[config.mk]
export PLATFORM = sky130hd
export DESIGN_NAME = morse_beacon_sequencer
export DESIGN_NICKNAME = d
export VERILOG_FILES = /design/src/rtl/msb_pkg.sv /design/src/rtl/msb_cfg_regs.sv /design/src/rtl/msb_seq_core.sv /design/src/rtl/morse_beacon_sequencer.sv
export SDC_FILE = /design/constraint.sdc
export NUM_CORES = 1
export LEC_CHECK = 0
export BUFFER_PORTS_ARGS = -buffer_cell sky130_fd_sc_hd__clkbuf_2
export CELL_PAD_IN_SITES_DETAIL_PLACEMENT = 1
export CELL_PAD_IN_SITES_GLOBAL_PLACEMENT = 1
export CORE_MARGIN = 1
export CORE_UTILIZATION = 42
export CTS_CLUSTER_DIAMETER = 80
export DETAILED_ROUTE_END_ITERATION = 8
export GPL_TIMING_DRIVEN = 0
export HOLD_SLACK_MARGIN = 0.03
export PLACE_DENSITY = 0.8
export SYNTH_ARGS = -nofsm -noshare
export SYNTH_HDL_FRONTEND = slang
export SYNTH_SLANG_ARGS = --single-unit
[constraint.sdc]
create_clock -name i_clk -period 7.7 [get_ports i_clk]
set_input_delay 1.155 -clock i_clk [delete_from_list [all_inputs] [get_ports i_clk]]
set_output_delay 1.155 -clock i_clk [all_outputs]
set_load 0.1 [all_outputs]
[src/rtl/msb_pkg.sv]
// ----------------------------------------------------------------------------
// msb_pkg
// shared types, message rom and morse code tables for the beacon sequencer
// ----------------------------------------------------------------------------
package msb_pkg;

    localparam int unsigned CFG_IDX_W = 3;
    localparam int unsigned CFG_DAT_W = 16;
    localparam int unsigned TIME_W    = 32;
    localparam int unsigned POS_W     = 4;
    localparam int unsigned ELEM_W    = 3;
    localparam int unsigned ROM_DEPTH = 16;

    // register indexes on the config port
    typedef enum logic [CFG_IDX_W-1:0] {
        REG_DOT        = 3'd0,
        REG_DASH       = 3'd1,
        REG_ELEM_GAP   = 3'd2,
        REG_LETTER_GAP = 3'd3,
        REG_WORD_GAP   = 3'd4
    } t_cfg_idx;

    // register reset values
    localparam logic [CFG_DAT_W-1:0] DOT_RST        = 16'd100;
    localparam logic [CFG_DAT_W-1:0] DASH_RST       = 16'd300;
    localparam logic [CFG_DAT_W-1:0] ELEM_GAP_RST   = 16'd100;
    localparam logic [CFG_DAT_W-1:0] LETTER_GAP_RST = 16'd300;
    localparam logic [CFG_DAT_W-1:0] WORD_GAP_RST   = 16'd700;

    typedef struct packed {
        logic [CFG_DAT_W-1:0] dot_ms;
        logic [CFG_DAT_W-1:0] dash_ms;
        logic [CFG_DAT_W-1:0] element_gap_ms;
        logic [CFG_DAT_W-1:0] letter_gap_ms;
        logic [CFG_DAT_W-1:0] word_gap_ms;
    } t_cfg;

    typedef struct packed {
        logic [POS_W-1:0]  char_pos;
        logic [ELEM_W-1:0] element_pos;
        logic              lit;
    } t_seq_status;

    localparam logic [7:0] ASCII_SPACE = 8'h20;
    localparam logic [7:0] ASCII_A     = 8'h41;
    localparam logic [7:0] ASCII_Z     = 8'h5A;

    // "BOOTLOADER " then zero padding, which reads as unknown characters
    typedef logic [7:0] t_char_rom [ROM_DEPTH];
    localparam t_char_rom MSG_ROM = '{
        8'h42, 8'h4F, 8'h4F, 8'h54, 8'h4C, 8'h4F, 8'h41, 8'h44,
        8'h45, 8'h52, 8'h20, 8'h00, 8'h00, 8'h00, 8'h00, 8'h00
    };

    // element count per letter, and dash pattern (bit i set = element i is a dash)
    typedef logic [2:0] t_len_tab  [26];
    typedef logic [3:0] t_dash_tab [26];
    localparam t_len_tab CODE_LEN = '{
        3'd2, 3'd4, 3'd4, 3'd3, 3'd1, 3'd4, 3'd3, 3'd4, 3'd2, 3'd4, 3'd3, 3'd4, 3'd2,
        3'd2, 3'd3, 3'd4, 3'd4, 3'd3, 3'd3, 3'd1, 3'd3, 3'd4, 3'd3, 3'd4, 3'd4, 3'd4
    };
    localparam t_dash_tab CODE_DASH = '{
        4'h2, 4'h1, 4'h5, 4'h1, 4'h0, 4'h4, 4'h3, 4'h0, 4'h0, 4'hE, 4'h5, 4'h2, 4'h3,
        4'h1, 4'h7, 4'h6, 4'hB, 4'h2, 4'h0, 4'h1, 4'h4, 4'h8, 4'h6, 4'h9, 4'hD, 4'h3
    };

    typedef enum logic [1:0] {
        CK_LETTER,
        CK_SPACE,
        CK_OTHER
    } t_char_kind;

    typedef struct packed {
        t_char_kind kind;
        logic [2:0] len;
        logic [3:0] dash;
    } t_code_info;

    function automatic t_code_info char_code(input logic [7:0] ch);
        t_code_info info;
        logic [7:0] ofs;
        info.kind = CK_OTHER;
        info.len  = 3'd0;
        info.dash = 4'h0;
        ofs       = ch - ASCII_A;
        if (ch == ASCII_SPACE) begin
            info.kind = CK_SPACE;
        end else if (ch >= ASCII_A && ch <= ASCII_Z) begin
            info.kind = CK_LETTER;
            info.len  = CODE_LEN[ofs[4:0]];
            info.dash = CODE_DASH[ofs[4:0]];
        end
        return info;
    endfunction

endpackage

[src/rtl/msb_cfg_regs.sv]
// ----------------------------------------------------------------------------
// msb_cfg_regs
// timing registers written through the config port
// ----------------------------------------------------------------------------
module msb_cfg_regs
    import msb_pkg::*;
(
    input  logic                 i_clk,
    input  logic                 i_rst_n,
    input  logic                 i_wr_en,
    input  logic [CFG_IDX_W-1:0] i_wr_index,
    input  logic [CFG_DAT_W-1:0] i_wr_data,
    output t_cfg                 o_cfg
);

    t_cfg r_cfg;

    always_ff @(posedge i_clk) begin
        if (!i_rst_n) begin
            r_cfg.dot_ms         <= DOT_RST;
            r_cfg.dash_ms        <= DASH_RST;
            r_cfg.element_gap_ms <= ELEM_GAP_RST;
            r_cfg.letter_gap_ms  <= LETTER_GAP_RST;
            r_cfg.word_gap_ms    <= WORD_GAP_RST;
        end else if (i_wr_en) begin
            case (t_cfg_idx'(i_wr_index))
                REG_DOT:        r_cfg.dot_ms         <= i_wr_data;
                REG_DASH:       r_cfg.dash_ms        <= i_wr_data;
                REG_ELEM_GAP:   r_cfg.element_gap_ms <= i_wr_data;
                REG_LETTER_GAP: r_cfg.letter_gap_ms  <= i_wr_data;
                REG_WORD_GAP:   r_cfg.word_gap_ms    <= i_wr_data;
                default: ;  // unused indexes are dropped
            endcase
        end
    end

    assign o_cfg = r_cfg;

endmodule

[src/rtl/msb_seq_core.sv]
// ----------------------------------------------------------------------------
// msb_seq_core
// sequencer state and single-pass poll logic
// ----------------------------------------------------------------------------
module msb_seq_core
    import msb_pkg::*;
#(
    parameter int unsigned MSG_LEN = 11
)
(
    input  logic              i_clk,
    input  logic              i_rst_n,
    input  logic              i_step,
    input  logic [TIME_W-1:0] i_now_ms,
    input  logic              i_busy_req,
    input  t_cfg              i_cfg,
    output logic              o_led_on,
    output t_seq_status       o_status
);

    localparam logic [POS_W-1:0] LAST_POS = POS_W'(MSG_LEN);

    logic [POS_W-1:0]  r_char_pos,    n_char_pos;
    logic [ELEM_W-1:0] r_element_pos, n_element_pos;
    logic              r_lit,         n_lit;
    logic [TIME_W-1:0] r_mark_time,   n_mark_time;

    t_code_info        w_info;
    logic [TIME_W-1:0] w_elapsed;
    logic [CFG_DAT_W-1:0] w_thr;
    logic              w_ge;
    logic              w_msg_end;
    logic              w_led;

    assign w_info    = char_code(MSG_ROM[r_char_pos]);
    assign w_elapsed = i_now_ms - r_mark_time;
    assign w_msg_end = (r_char_pos >= LAST_POS);
    assign w_ge      = (w_elapsed >= {{(TIME_W-CFG_DAT_W){1'b0}}, w_thr});

    // pick the one threshold that the current state compares against
    always_comb begin
        w_thr = i_cfg.word_gap_ms;
        if (!w_msg_end && w_info.kind == CK_LETTER) begin
            if (r_element_pos >= w_info.len) begin
                w_thr = i_cfg.letter_gap_ms;
            end else if (!r_lit) begin
                w_thr = i_cfg.element_gap_ms;
            end else if (w_info.dash[r_element_pos[1:0]]) begin
                w_thr = i_cfg.dash_ms;
            end else begin
                w_thr = i_cfg.dot_ms;
            end
        end
    end

    always_comb begin
        n_char_pos    = r_char_pos;
        n_element_pos = r_element_pos;
        n_lit         = r_lit;
        n_mark_time   = r_mark_time;
        w_led         = 1'b0;
        if (w_msg_end) begin
            if (w_ge) begin
                n_char_pos    = '0;
                n_element_pos = '0;
                n_lit         = 1'b0;
                n_mark_time   = i_now_ms;
            end
        end else begin
            case (w_info.kind)
                CK_SPACE: begin
                    if (w_ge) begin
                        n_char_pos    = r_char_pos + 1'b1;
                        n_element_pos = '0;
                        n_lit         = 1'b0;
                        n_mark_time   = i_now_ms;
                    end
                end
                CK_LETTER: begin
                    if (r_element_pos >= w_info.len) begin
                        if (w_ge) begin
                            n_char_pos    = r_char_pos + 1'b1;
                            n_element_pos = '0;
                            n_lit         = 1'b0;
                            n_mark_time   = i_now_ms;
                        end
                    end else if (!r_lit) begin
                        // first element lights at once, later ones after the gap
                        if (r_element_pos == '0 || w_ge) begin
                            n_lit       = 1'b1;
                            n_mark_time = i_now_ms;
                            w_led       = 1'b1;
                        end
                    end else if (w_ge) begin
                        n_lit         = 1'b0;
                        n_element_pos = r_element_pos + 1'b1;
                        n_mark_time   = i_now_ms;
                    end else begin
                        w_led = 1'b1;
                    end
                end
                default: begin
                    // unknown character, skip in one poll
                    n_char_pos    = r_char_pos + 1'b1;
                    n_element_pos = '0;
                    n_lit         = 1'b0;
                    n_mark_time   = i_now_ms;
                end
            endcase
        end
    end

    always_ff @(posedge i_clk) begin
        if (!i_rst_n) begin
            r_char_pos    <= '0;
            r_element_pos <= '0;
            r_lit         <= 1'b0;
            r_mark_time   <= '0;
        end else if (i_step && !i_busy_req) begin
            r_char_pos    <= n_char_pos;
            r_element_pos <= n_element_pos;
            r_lit         <= n_lit;
            r_mark_time   <= n_mark_time;
        end
    end

    assign o_led_on             = w_led && !i_busy_req;
    assign o_status.char_pos    = r_char_pos;
    assign o_status.element_pos = r_element_pos;
    assign o_status.lit         = r_lit;

endmodule

[src/rtl/morse_beacon_sequencer.sv]
// ----------------------------------------------------------------------------
// morse_beacon_sequencer
// blinks a fixed message in morse code, one led result per time poll
// ----------------------------------------------------------------------------
// path: a poll beat lands in the input register; once the result slot is
//   free, the poll logic writes the state and the result register together
// throughput: one poll per cycle unless the led channel stalls; the state
//   update is a single pass of logic
// reset: synchronous active low, clears the sequence to the first character,
//   loads the default timings and empties both pipeline registers
module morse_beacon_sequencer
    import msb_pkg::*;
#(
    parameter int unsigned MSG_LEN = 11
)
(
    input  logic                 i_clk,
    input  logic                 i_rst_n,
    // poll channel
    input  logic                 i_in_valid,
    output logic                 o_in_ready,
    input  logic [TIME_W-1:0]    i_now_ms,
    input  logic                 i_busy_req,
    // led channel
    output logic                 o_out_valid,
    input  logic                 i_out_ready,
    output logic                 o_led_on,
    // config write channel
    input  logic                 i_cfg_valid,
    output logic                 o_cfg_ready,
    input  logic [CFG_IDX_W-1:0] i_cfg_index,
    input  logic [CFG_DAT_W-1:0] i_cfg_data
);

    // input register
    logic              r_in_valid;
    logic [TIME_W-1:0] r_now_ms;
    logic              r_busy_req;
    // result register
    logic              r_out_valid;
    logic              r_led_on;

    logic        w_out_free;
    logic        w_advance;
    logic        w_in_fire;
    logic        w_core_led;
    t_cfg        w_cfg;
    t_seq_status w_status;

    // result register frees when empty or taken this cycle
    assign w_out_free = !r_out_valid || i_out_ready;
    // a held poll beat moves through the logic whenever the result slot is free
    assign w_advance  = r_in_valid && w_out_free;
    assign o_in_ready = !r_in_valid || w_advance;
    assign w_in_fire  = i_in_valid && o_in_ready;

    // config writes are always taken
    assign o_cfg_ready = 1'b1;

    msb_cfg_regs u_cfg (
        .i_clk      (i_clk),
        .i_rst_n    (i_rst_n),
        .i_wr_en    (i_cfg_valid),
        .i_wr_index (i_cfg_index),
        .i_wr_data  (i_cfg_data),
        .o_cfg      (w_cfg)
    );

    msb_seq_core #(
        .MSG_LEN (MSG_LEN)
    ) u_core (
        .i_clk      (i_clk),
        .i_rst_n    (i_rst_n),
        .i_step     (w_advance),
        .i_now_ms   (r_now_ms),
        .i_busy_req (r_busy_req),
        .i_cfg      (w_cfg),
        .o_led_on   (w_core_led),
        .o_status   (w_status)
    );

    // input register, control
    always_ff @(posedge i_clk) begin
        if (!i_rst_n) begin
            r_in_valid <= 1'b0;
        end else if (w_in_fire) begin
            r_in_valid <= 1'b1;
        end else if (w_advance) begin
            r_in_valid <= 1'b0;
        end
    end

    // input register, payload
    always_ff @(posedge i_clk) begin
        if (w_in_fire) begin
            r_now_ms   <= i_now_ms;
            r_busy_req <= i_busy_req;
        end
    end

    // result register
    always_ff @(posedge i_clk) begin
        if (!i_rst_n) begin
            r_out_valid <= 1'b0;
        end else if (w_advance) begin
            r_out_valid <= 1'b1;
        end else if (i_out_ready) begin
            r_out_valid <= 1'b0;
        end
    end

    always_ff @(posedge i_clk) begin
        if (w_advance) begin
            r_led_on <= w_core_led;
        end
    end

    assign o_out_valid = r_out_valid;
    assign o_led_on    = r_led_on;

    // a busy poll leaves the led dark
    a_busy_dark: assert property (@(posedge i_clk) disable iff (!i_rst_n)
        (w_advance && r_busy_req) |=> (r_out_valid && !r_led_on))
        else $error("busy poll produced a lit led");

    // a busy poll freezes the sequence
    a_busy_frozen: assert property (@(posedge i_clk) disable iff (!i_rst_n)
        (w_advance && r_busy_req) |=> ($stable(w_status)))
        else $error("busy poll changed sequencer state");

    // outside busy, the led result always matches the lit state just written
    a_led_tracks_lit: assert property (@(posedge i_clk) disable iff (!i_rst_n)
        (w_advance && !r_busy_req) |=> (r_led_on == w_status.lit))
        else $error("led result disagrees with lit state");

    // element index never runs past the longest letter
    a_elem_bound: assert property (@(posedge i_clk) disable iff (!i_rst_n)
        (w_status.element_pos <= 3'd4))
        else $error("element index out of range");

endmodule

# After elaboration in Yosys (flattened, before gate mapping)
# Memories as Yosys holds them, arrays and structs flattened.
# Index checks and enable logic that the tools add are counted.
[word_totals] wordCells=114 n_memories=3 ff_bits=156 output_inout_bits=4 inputBits=57 mem_bits_ro=352
[memory_table] name="(name not given)" words=16 width=8 read_ports=1 rd_clocked_by_memory_dff=0 wr=0 line="msb_seq_core.sv:35" source="assign w_info = char_code(MSG_ROM[r_char_pos]);"
[memory_table] name="(name not given)" words=32 width=4 read_ports=1 rd_clocked_by_memory_dff=0 wr=0 line="msb_pkg.sv:91" source="info.dash = CODE_DASH[ofs[4:0]];"
[memory_table] name="(name not given)" words=32 width=3 read_ports=1 rd_clocked_by_memory_dff=0 wr=0 line="msb_pkg.sv:90" source="info.len = CODE_LEN[ofs[4:0]];"
[op_classes] n_addsub=4 n_mux=46 n_bitwise=2 order_cmp=8 n_eq_ne=11 reduce_logical=26
[op_table] cell="two-way mux 32 bit" count=5
[op_table] cell="two-way mux 16 bit" count=4
[op_table] cell="case mux 32 bit (2 select lines)" count=1
[op_table] cell="greater-or-equal comparator 32 x 16 -> 1 bit" count=1
[op_table] cell="subtractor 32 bit" count=1
[op_table] cell="two-way mux 4 bit" count=6
[op_table] cell="two-way mux 3 bit" count=7
[op_table] cell="two-way mux 8 bit" count=2
[op_table] cell="two-way mux 1 bit" count=14
[op_table] cell="AND reduction 2 bit" count=6
[op_table] cell="two-way mux 9 bit" count=1
[op_table] cell="== test 8 x 6 -> 1 bit, second input constant" count=1
[op_table] cell="greater-or-equal comparator 8 x 7 -> 1 bit, second input constant" count=1
[op_table] cell="<= comparator 8 x 7 -> 1 bit, second input constant" count=1
[op_table] cell="!= test 4 x 2 -> 1 bit, second input constant" count=2
[op_table] cell="case mux 4 bit (2 select lines)" count=1
[op_table] cell="two-way mux 7 bit" count=1
[op_table] cell="== test 3 x 2 -> 1 bit, second input constant" count=2
[op_table] cell="greater-or-equal comparator 6 bit, second input constant" count=1
[op_table] cell="logical AND 1 bit" count=6
[op_table] cell="logical NOT 3 bit" count=2
[op_table] cell="inverter 5 -> 6 bit" count=1
[op_table] cell="case mux 3 bit (2 select lines)" count=1
[op_table] cell="AND reduction 3 bit" count=2
[op_table] cell="other kinds (21)" count=27

# Logic depth before layout (Yosys ltp)
# Gate-level depths: netlist of run 1.
[depth] word_depth=25 depth_mapped=35 ltp_nobuf=31

# Hierarchy
# Synthesis of run 1 repeated with hierarchy kept, for this count alone.
[hier_totals] hier_cells=1096 area_unflattened_um2=9844.4
[by_module_without_submodules] mod="msb_seq_core" area_per_inst_um2=5657.9 cells_per_inst=762 seq_area_each_um2=800.8 n_inst=1
[by_module_without_submodules] mod="msb_cfg_regs" area_per_inst_um2=3050.4 cells_per_inst=289 seq_area_each_um2=1601.5 n_inst=1
[by_module_without_submodules] mod="morse_beacon_sequencer" area_per_inst_um2=1136.1 cells_per_inst=45 seq_area_each_um2=1061.0 n_inst=1

# Worst setup path after synthesis of run 1
# OpenSTA, ideal clock, no wires.
[synth_timing] kind="register to register" startpoint="register u_core.r_char_pos[1]" endpoint="register r_led_on, in the netlist o_led_on, data pin" path_stages_with_launch=35 slack_ps=374 t_arrival_ps=7141 required_time_ps=7516 setup_ps=184 period_less_slack_ps=7326 path_buffers=6 cell_sequence="dfxtp_1 inv_1 ha_1 inv_1 a2bb2oi_1 clkbuf_1 ha_1 clkbuf_1 nand3_1 xnor2_1 a31oi_1 nor2_1 ha_1 nand2b_1 a21o_1 a21o_1 clkbuf_1 or2_0 clkbuf_1 nor2_1 clkbuf_1 nand3_1 o211ai_1 ha_1 nand2b_1 a21o_1 a21oi_1 o211ai_1 a311oi_1 nand4_1 or4_4 nor4_4 buf_4 nor2_1 a2111oi_4"
[synth_between] elab_chain_cells=25 elab_cells_between_ends=39 classes_between="add/sub: 1; order compare: 5; eq/ne: 1; mux: 21; bitwise: 2; reduce/logical: 6; memory: 3"
[synth_rtl] element="start: declaration" line="msb_seq_core.sv:23" source="logic [POS_W-1:0] r_char_pos, n_char_pos;"
[synth_rtl] element="start signal: assignment" line="msb_seq_core.sv:120" source="r_char_pos <= n_char_pos;"
[synth_rtl] element="inverter 4 -> 5 bit (not written as such)" line="msb_seq_core.sv:35"
[synth_rtl] element="memory (16 x 8 bit)"
[synth_rtl] element="two-way mux 8 bit (not written as such) (2 in a row)" line="msb_seq_core.sv:35"
[synth_rtl] element="subtractor 5 x 1 -> 5 bit" line="msb_pkg.sv:85" source="ofs = ch - ASCII_A;"
[synth_rtl] element="inverter 5 -> 6 bit (not written as such)" line="msb_pkg.sv:90, msb_pkg.sv:91"
[synth_rtl] element="memory (32 x 4 bit)"
[synth_rtl] element="two-way mux 4 bit (not written as such) (2 in a row)" line="msb_pkg.sv:91"
[synth_rtl] element="two-way mux 9 bit" line="msb_pkg.sv:88" source="end else if (ch >= ASCII_A && ch <= ASCII_Z) begin"
[synth_rtl] element="(+8 left out)"
[synth_rtl] element="logical OR 1 bit" line="msb_seq_core.sv:89" source="if (r_element_pos == '0 || w_ge) begin"
[synth_rtl] element="two-way mux 1 bit" line="msb_seq_core.sv:89"
[synth_rtl] element="two-way mux 1 bit" line="msb_seq_core.sv:87" source="end else if (!r_lit) begin"
[synth_rtl] element="two-way mux 1 bit" line="msb_seq_core.sv:80" source="if (r_element_pos >= w_info.len) begin"
[synth_rtl] element="two-way mux 1 bit" line="msb_seq_core.sv:70" source="case (w_info.kind)"
[synth_rtl] element="two-way mux 1 bit (*)" line="msb_seq_core.sv:62" source="if (w_msg_end) begin"
[synth_rtl] element="logical AND 1 bit (*)" line="msb_seq_core.sv:127" source="assign o_led_on = w_led && !i_busy_req;"
[synth_rtl] element="named net u_core.o_led_on" line="msb_seq_core.sv:17" source="output logic o_led_on,"
[synth_rtl] element="end signal: assignment" line="morse_beacon_sequencer.sv:114" source="r_led_on <= w_core_led;"
[synth_rtl] element="end: declaration" line="morse_beacon_sequencer.sv:41" source="logic r_led_on;"
# The timed path passes the listed nets; every way through them passes the cells marked *. The select of a mux whose other input is x is not followed.
# A chain may end at the register's enable or synchronous reset.

# Worst setup path after layout of run 1
# Ends and elaborated chain as after synthesis.

==> results of run 1 <==
layout make-up:
cell class,instances,area (um^2)
Tap cell,280,350
Timing Repair Buffer,67,358
Clock inverter,15,173
Sequential cell,156,3470
Inverter,52,195
Fill cell,2745,11100
Buffer,74,327
Clock buffer,17,425
Multi-Input combinational cell,906,5760
flip-flops by register name, summed over array words and instances (netlist names):
signal                flops
o_led_on                  1
o_out_valid               1
r_busy_req                1
r_in_valid                1
r_now_ms                 32
u_cfg.o_cfg              80
u_core.r_char_pos         4
u_core.r_element_pos      3
u_core.r_lit              1
u_core.r_mark_time       32
what timing repair did:
action                     CTS  global route
resized for setup           18            18
setup endpoints to repair   41            41
pin swaps                    2             4
cloned                       0             0
setup buffers                2             7
kinds of logic (layout without fill, tap and decap cells):
| family | Yosys count | after routing | synth area share, % |
|---|---|---|---|
| adder cells (fa/ha/maj) | 64 | 64 | 8.41 |
| buffers and inverters | 127 | 225 | 5.23 |
| XOR/XNOR | 30 | 30 | 2.81 |
| other | 1 | 1 | 0.0390 |
| multiplexers | 54 | 54 | 5.84 |
| AO/OA/AOI/OAI | 288 | 288 | 19.5 |
| AND/OR/NAND/NOR | 469 | 469 | 22.1 |
| flip-flops | 156 | 156 | 36.0 |
path summary, 6_finish.rpt:
check                  startpoint         endpoint  slack [ns]  depth (start not counted)
max          u_core.r_char_pos[1]         o_led_on        0.27                         29
min               u_cfg.o_cfg[39]  u_cfg.o_cfg[39]        0.45                          2
max reg2reg  u_core.r_char_pos[1]         o_led_on        0.27                         29
min reg2reg       u_cfg.o_cfg[39]  u_cfg.o_cfg[39]        0.45                          2
power by group:
group	total, W	switching (W)	internal (W)	leakage [nW]
sequential	0.000884	0.0000182	0.000866	1.32
clock	0.000873	0.000410	0.000464	0.296
combinational	0.000458	0.000289	0.000168	2.59
stage by stage:
stage | total power, W | TNS [ns]
after floorplan | 0.00120 | 0
after global placement | 0.00132 | -56.79
after detailed placement | 0.00134 | -64.61
after CTS | 0.00222 | 0
after global routing | 0.00230 | -0.0925
final | 0.00222 | 0
worst register-to-register path, delay by kind of cell, from the launching register on:
family                   cells  cell delay (ns)
flip-flops                   1             0.42
AND/OR/NAND/NOR              7             1.28
AO/OA/AOI/OAI               11             2.87
adder cells (fa/ha/maj)      4             1.16
XOR/XNOR                     1             0.23
buffers and inverters        6             1.25
layer usage:
metal,GRT usage [%],up-vias
met5,0,-
met4,7.50,0
met3,2.98,50
met2,44.1,204
met1,31.8,4514
li1,-,4372
layout by cell type, fill, tap and decap left out, types with 6 or more instances in the layout:
cell,n
sky130_fd_sc_hd__a31oi_1,9
sky130_fd_sc_hd__and3_1,6
sky130_fd_sc_hd__and2_1,6
sky130_fd_sc_hd__dfxtp_1,120
sky130_fd_sc_hd__nor2b_1,10
sky130_fd_sc_hd__clkbuf_1,52
sky130_fd_sc_hd__xor2_1,14
sky130_fd_sc_hd__a221oi_1,14
sky130_fd_sc_hd__o31ai_1,6
sky130_fd_sc_hd__nor3_1,8
sky130_fd_sc_hd__a21oi_1,129
sky130_fd_sc_hd__nand2b_1,11
sky130_fd_sc_hd__xnor2_1,12
sky130_fd_sc_hd__clkbuf_16,17
sky130_fd_sc_hd__buf_2,13
sky130_fd_sc_hd__nor2_1,47
sky130_fd_sc_hd__a21o_1,14
sky130_fd_sc_hd__clkbuf_2,60
sky130_fd_sc_hd__ha_1,62
sky130_fd_sc_hd__nand3_1,42
sky130_fd_sc_hd__nor3b_1,20
sky130_fd_sc_hd__mux2i_1,37
sky130_fd_sc_hd__mux2_1,8
sky130_fd_sc_hd__o211ai_1,7
sky130_fd_sc_hd__edfxtp_1,34
sky130_fd_sc_hd__o21a_1,6
sky130_fd_sc_hd__a311oi_1,6
sky130_fd_sc_hd__nand2_1,276
sky130_fd_sc_hd__mux2_2,9
sky130_fd_sc_hd__inv_1,52
sky130_fd_sc_hd__nand4_1,17
sky130_fd_sc_hd__buf_4,12
sky130_fd_sc_hd__inv_6,7
sky130_fd_sc_hd__o21ai_0,33
==> flow_metrics.env, run 1 <==
export IMPL_worst_hold_path_type="register to register"
export IMPL_leakagePower_nw=4.21
export IMPL_grt_pass1_wl_um=46900
export IMPL_drtPass1Iterations=5
export IMPL_htree_levels=4
export IMPL_cpLargestDelayFamily="compound AO/OA/AOI/OAI gates"
export IMPL_yosys_cell_types_count=80
export IMPL_worstPathMaxFanout=10
export IMPL_avgViaCountPerCell=5.83
export IMPL_cp_data_required_time_ns=7.94
export IMPL_wl_per_cell_um=18.6
export IMPL_numClockSinks=156
export IMPL_crit_path_class="register to register"
export IMPL_placementRows=54
export IMPL_mappedNetlistArea_um2=9610
export IMPL_synth_seq_area_share_pct=36.0
export IMPL_numCtsBuffers=17
export IMPL_dp_cells=1527
export IMPL_timing_critical_path_mode_cell="sky130_fd_sc_hd__ha_1"
export IMPL_ys_flop_type="sky130_fd_sc_hd__dfxtp_1"
export IMPL_area_growth_pct=15.0
export IMPL_hold_buffers=0
export IMPL_gr_total_overflow=0
export IMPL_worstPathBufferInverterCount=6
export IMPL_max_slew_worst_pin_slew_ns=0.974
export IMPL_postRouteAntennaNets=0
export IMPL_die_footprint_um2=23500
export IMPL_detailedPlace_worstSlack_ns=-1.66
export IMPL_grt_start_max_net_pins=34
export IMPL_setup_worst_path_end_class="register"
export IMPL_synth_seq_cells=156
export IMPL_share_of_the_clock_period_used_by_the_worst_path_pct=96.4
export IMPL_mappedNetlistNets=1310
export IMPL_synth_top_area_share_pct=25.4
export IMPL_met3RoutedLength_um=1140
export IMPL_track_usage_pct=25.0
export IMPL_drt_met1_wl_um=13100
export IMPL_core_area_um2=22200
export IMPL_synth_largest_area_cell="sky130_fd_sc_hd__dfxtp_1"
export IMPL_data_arrival_time_of_the_critical_path_ns=7.67
export IMPL_route_top_layer_used="met4"
export IMPL_cts_tree="built"
export IMPL_largest_clock_skew_in_the_final_design_ns=0.0145
export IMPL_effective_utilization_at_floorplan_pct=43.4
export IMPL_max_clock_path_buffers=2
export IMPL_timing_final_setup_violations=0
export IMPL_timing_max_slew_rel_slack_pct=34.4
export IMPL_remaining_drc_errors=0
export IMPL_die_y_um=153
export IMPL_fin_crit_ns=7.43
export IMPL_crit_slowest_cell="sky130_fd_sc_hd__a221oi_1"
export IMPL_drt_total_wl_um=29200
export IMPL_dpl_cell_area_um2=10300
export IMPL_setup_slack_ns=0.274
export IMPL_hold_worst_slack_ns=0.455
export IMPL_clockRootBuffer="sky130_fd_sc_hd__clkbuf_16"
export IMPL_numPortBuffers=58
export IMPL_slowest_delay_ns=0.54
export IMPL_synthesis_instances=1189
export IMPL_async_flop_share_pct=0
export IMPL_drive_above_1_share_pct=12.7
export IMPL_fin_util_pct=49.9
export IMPL_hold_fails_final_rpt=0
export IMPL_clock_insertion_delay_worst_skew_ns=0.45
export IMPL_cell_types_with_the_largest_area_share_after_synthesis="sky130_fd_sc_hd__dfxtp_1 (25%), sky130_fd_sc_hd__nand2_1 (11%), sky130_fd_sc_hd__edfxtp_1 (11%)"
export IMPL_final_cell_count_no_fill=1567
export IMPL_first_global_vias=9202
export IMPL_floorplan_io_pins=61
export IMPL_syn_area_per_cell_um2=8.09
export IMPL_outcome="completed"
export IMPL_initial_antenna_violation_count=0
export IMPL_nNetsFinal=1395
export IMPL_number_of_max_slew_violations_in_the_final_report=0
export IMPL_number_of_enable_flip_flop_cells_after_synthesis=34
export IMPL_dpl_hpwl_um=20900
export IMPL_vias=9140
export IMPL_worst_setup_hold_path_clk_slew_ns=0.08
export IMPL_fmax_ghz=0.135
export IMPL_worstSetupStartpointType="register"
export IMPL_floorplan_die_width_um=153
export IMPL_globalplace_congestion=0.880
export IMPL_vdd_drop_max_v=0.000129
export IMPL_finalInstanceArea_um2=11100
export IMPL_maxCapViolations=0
export IMPL_post_synth_top_count_cell="sky130_fd_sc_hd__nand2_1"
export IMPL_yosys_warnings=0
export IMPL_cellPowerDensity_nw_per_um2=200
export IMPL_drt_initial_drc_count=445
export IMPL_yosys_top_cells_count="sky130_fd_sc_hd__nand2_1 (276), sky130_fd_sc_hd__a21oi_1 (129), sky130_fd_sc_hd__dfxtp_1 (122), sky130_fd_sc_hd__ha_1 (63), sky130_fd_sc_hd__clkbuf_1 (58)"
export IMPL_wl_met2_um=14400
export IMPL_n_antenna_cell=0
Note: power is estimated with default switching activity, not from simulation.
==> inputs of run 2 (changes only) <==
CORE_UTILIZATION = 50   (was 42)
PLACE_DENSITY = 0.89   (was 0.8)
clock period = 8.9 ns   (was 7.7 ns; I/O delays follow)
==> flow_metrics.env, run 2 (same netlist as run 1, synthesis figures left out) <==
export IMPL_hold_fails_final_rpt=0
export IMPL_max_clock_path_buffers=2
export IMPL_timing_final_setup_violations=0
export IMPL_avgViaCountPerCell=6.19
export IMPL_grt_pass1_wl_um=50100
export IMPL_drt_total_wl_um=30900
export IMPL_design_power_total_w=0.00189
export IMPL_track_usage_pct=32.4
export IMPL_initial_antenna_violation_count=0
export IMPL_largest_clock_skew_in_the_final_design_ns=0.0133
export IMPL_max_slew_worst_pin_slew_ns=0.899
export IMPL_grt_util_met2_pct=56.1
export IMPL_fin_crit_ns=8.48
export IMPL_gr_total_overflow=0
export IMPL_timing_critical_path_mode_cell="sky130_fd_sc_hd__ha_1"
export IMPL_timing_max_slew_rel_slack_pct=39.4
export IMPL_first_global_vias=9822
export IMPL_cts_tree="built"
export IMPL_cellPowerDensity_nw_per_um2=175
export IMPL_dp_cells=1481
export IMPL_vias=9366
export IMPL_floorplan_io_pins=61
export IMPL_htree_levels=4
export IMPL_worstPathBufferInverterCount=6
export IMPL_cp_data_required_time_ns=9.14
export IMPL_worstSetupStartpointType="register"
export IMPL_crit_slowest_cell="sky130_fd_sc_hd__a31oi_2"
export IMPL_worst_setup_hold_path_clk_slew_ns=0.07
export IMPL_data_arrival_time_of_the_critical_path_ns=8.72
export IMPL_core_area_um2=18800
export IMPL_area_growth_pct=12.3
export IMPL_maxCapViolations=0
export IMPL_outcome="completed"
export IMPL_placementRows=50
export IMPL_die_y_um=141
export IMPL_fmax_ghz=0.118
export IMPL_dpl_hpwl_um=21200
export IMPL_grt_util_met3_pct=5.74
export IMPL_setup_tns_final_ns=0
export IMPL_numCtsBuffers=17
export IMPL_numClockSinks=156
export IMPL_effective_utilization_at_floorplan_pct=51.2
export IMPL_drtPass1Iterations=5
export IMPL_vdd_drop_max_v=0.000151
export IMPL_postRouteAntennaNets=0
export IMPL_leakagePower_nw=4.12
export IMPL_drt_initial_drc_count=552
export IMPL_final_cell_count_no_fill=1513
export IMPL_rsz0062_at_grt="false"
export IMPL_fin_util_pct=57.5
export IMPL_clockRootBuffer="sky130_fd_sc_hd__clkbuf_16"
export IMPL_remaining_drc_errors=0
export IMPL_worst_hold_path_type="register to register"
export IMPL_crit_path_class="register to register"
export IMPL_number_of_max_slew_violations_in_the_final_report=0
export IMPL_commonest_non_fill_non_tap_cells_in_the_layout="sky130_fd_sc_hd__nand2_1 (276), sky130_fd_sc_hd__a21oi_1 (129), sky130_fd_sc_hd__dfxtp_1 (122)"
export IMPL_cpLargestDelayFamily="simple AND/OR/NAND/NOR gates"
export IMPL_slowest_delay_ns=0.54
export IMPL_numPortBuffers=58
export IMPL_grt_start_max_net_pins=34
export IMPL_groute_layer_met1_usage_pct=39.5
export IMPL_nNetsFinal=1387
export IMPL_worstPathMaxFanout=10
export IMPL_die_footprint_um2=19800
export IMPL_cts_post_setup_buffers_inserted=0
export IMPL_n_antenna_cell=0
export IMPL_share_of_the_clock_period_used_by_the_worst_path_pct=95.3
export IMPL_floorplan_die_width_um=141
export IMPL_wl_per_cell_um=20.4
export IMPL_globalplace_congestion=0.883
export IMPL_drive_above_1_share_pct=10.9
export IMPL_clock_insertion_delay_worst_skew_ns=0.46
export IMPL_most_common_library_cell_in_the_layout_ignoring_fill_and_taps="sky130_fd_sc_hd__nand2_1"
export IMPL_setup_worst_path_end_class="register"
export IMPL_grt_busiest_layer="met2"
export IMPL_hold_worst_slack_ns=0.453
export IMPL_number_of_flip_flops_under_the_largest_register_name=80
[run 2: cell types whose count changed in the layout (fill, tap and decap cells not counted), moves of 3 or more]
| cell | before | now |
|---|---|---|
| sky130_fd_sc_hd__inv_8 | 2 | 5 |
| sky130_fd_sc_hd__buf_4 | 12 | 2 |
| sky130_fd_sc_hd__a311oi_2 | 3 | 0 |
| sky130_fd_sc_hd__buf_2 | 13 | 16 |
| sky130_fd_sc_hd__a311oi_1 | 6 | 9 |
| sky130_fd_sc_hd__clkbuf_1 | 52 | 56 |
| sky130_fd_sc_hd__clkinv_8 | 3 | 0 |
[run 2: cell type report]
| type | instances | area [um^2] |
|---|---|---|
| clock buffer | 19 | 433 |
| tap | 234 | 293 |
| inverter | 52 | 195 |
| buffer | 75 | 315 |
| clock inverter | 13 | 125 |
| sequential | 156 | 3460 |
| multi-input combinational | 906 | 5680 |
| timing repair buffer | 58 | 290 |
| fill | 2314 | 7970 |
[run 2: report_power, final]
group	switching, W	internal (W)
sequential	0.0000158	0.000749
clock	0.000355	0.000372
combinational	0.000259	0.000142
[run 2: final timing paths]
path / startpoint / end / slack [ns] / depth (start not counted)
setup / recovery: u_core.r_char_pos[1] / o_led_on / 0.42 / 33
hold / removal: u_cfg.o_cfg[60] / u_cfg.o_cfg[60] / 0.45 / 2
setup reg to reg: u_core.r_char_pos[1] / o_led_on / 0.42 / 33
hold reg to reg: u_cfg.o_cfg[60] / u_cfg.o_cfg[60] / 0.45 / 2
[run 2: timing repair]
item,4_1_cts,5_1_grt
pin swaps,0,0
cloned,0,0
hold buffers,0,0
setup endpoints to repair,41,41
resized for setup,4,11
[run 2: metrics by stage]
step                      area (um^2)  setup slack, ns
final                           10800            0.420
after global routing            10800           0.0122
after floorplan                  9610             1.57
after CTS                       10800            0.122
after detailed placement        10200           -0.333
after global placement          10200           -0.218
[run 2: worst register-to-register path: cells and delay by family, from the launching register on]
family | cells | cell delay [ns]
flops | 1 | 0.48
fa+ha+maj | 4 | 1.02
xor+xnor | 1 | 0.34
buf+inv | 6 | 1.40
simple gates | 12 | 2.56
compound gates | 10 | 2.46
[run 2: per-layer routing]
metal  wire length, um  up-vias  share of wire (%)
met2             15100      291                 49
li1                  -     4345                  -
met4              1030        0                3.3
met1             13300     4643                 43
met3              1470       87                4.8
met5                 0        -                  0
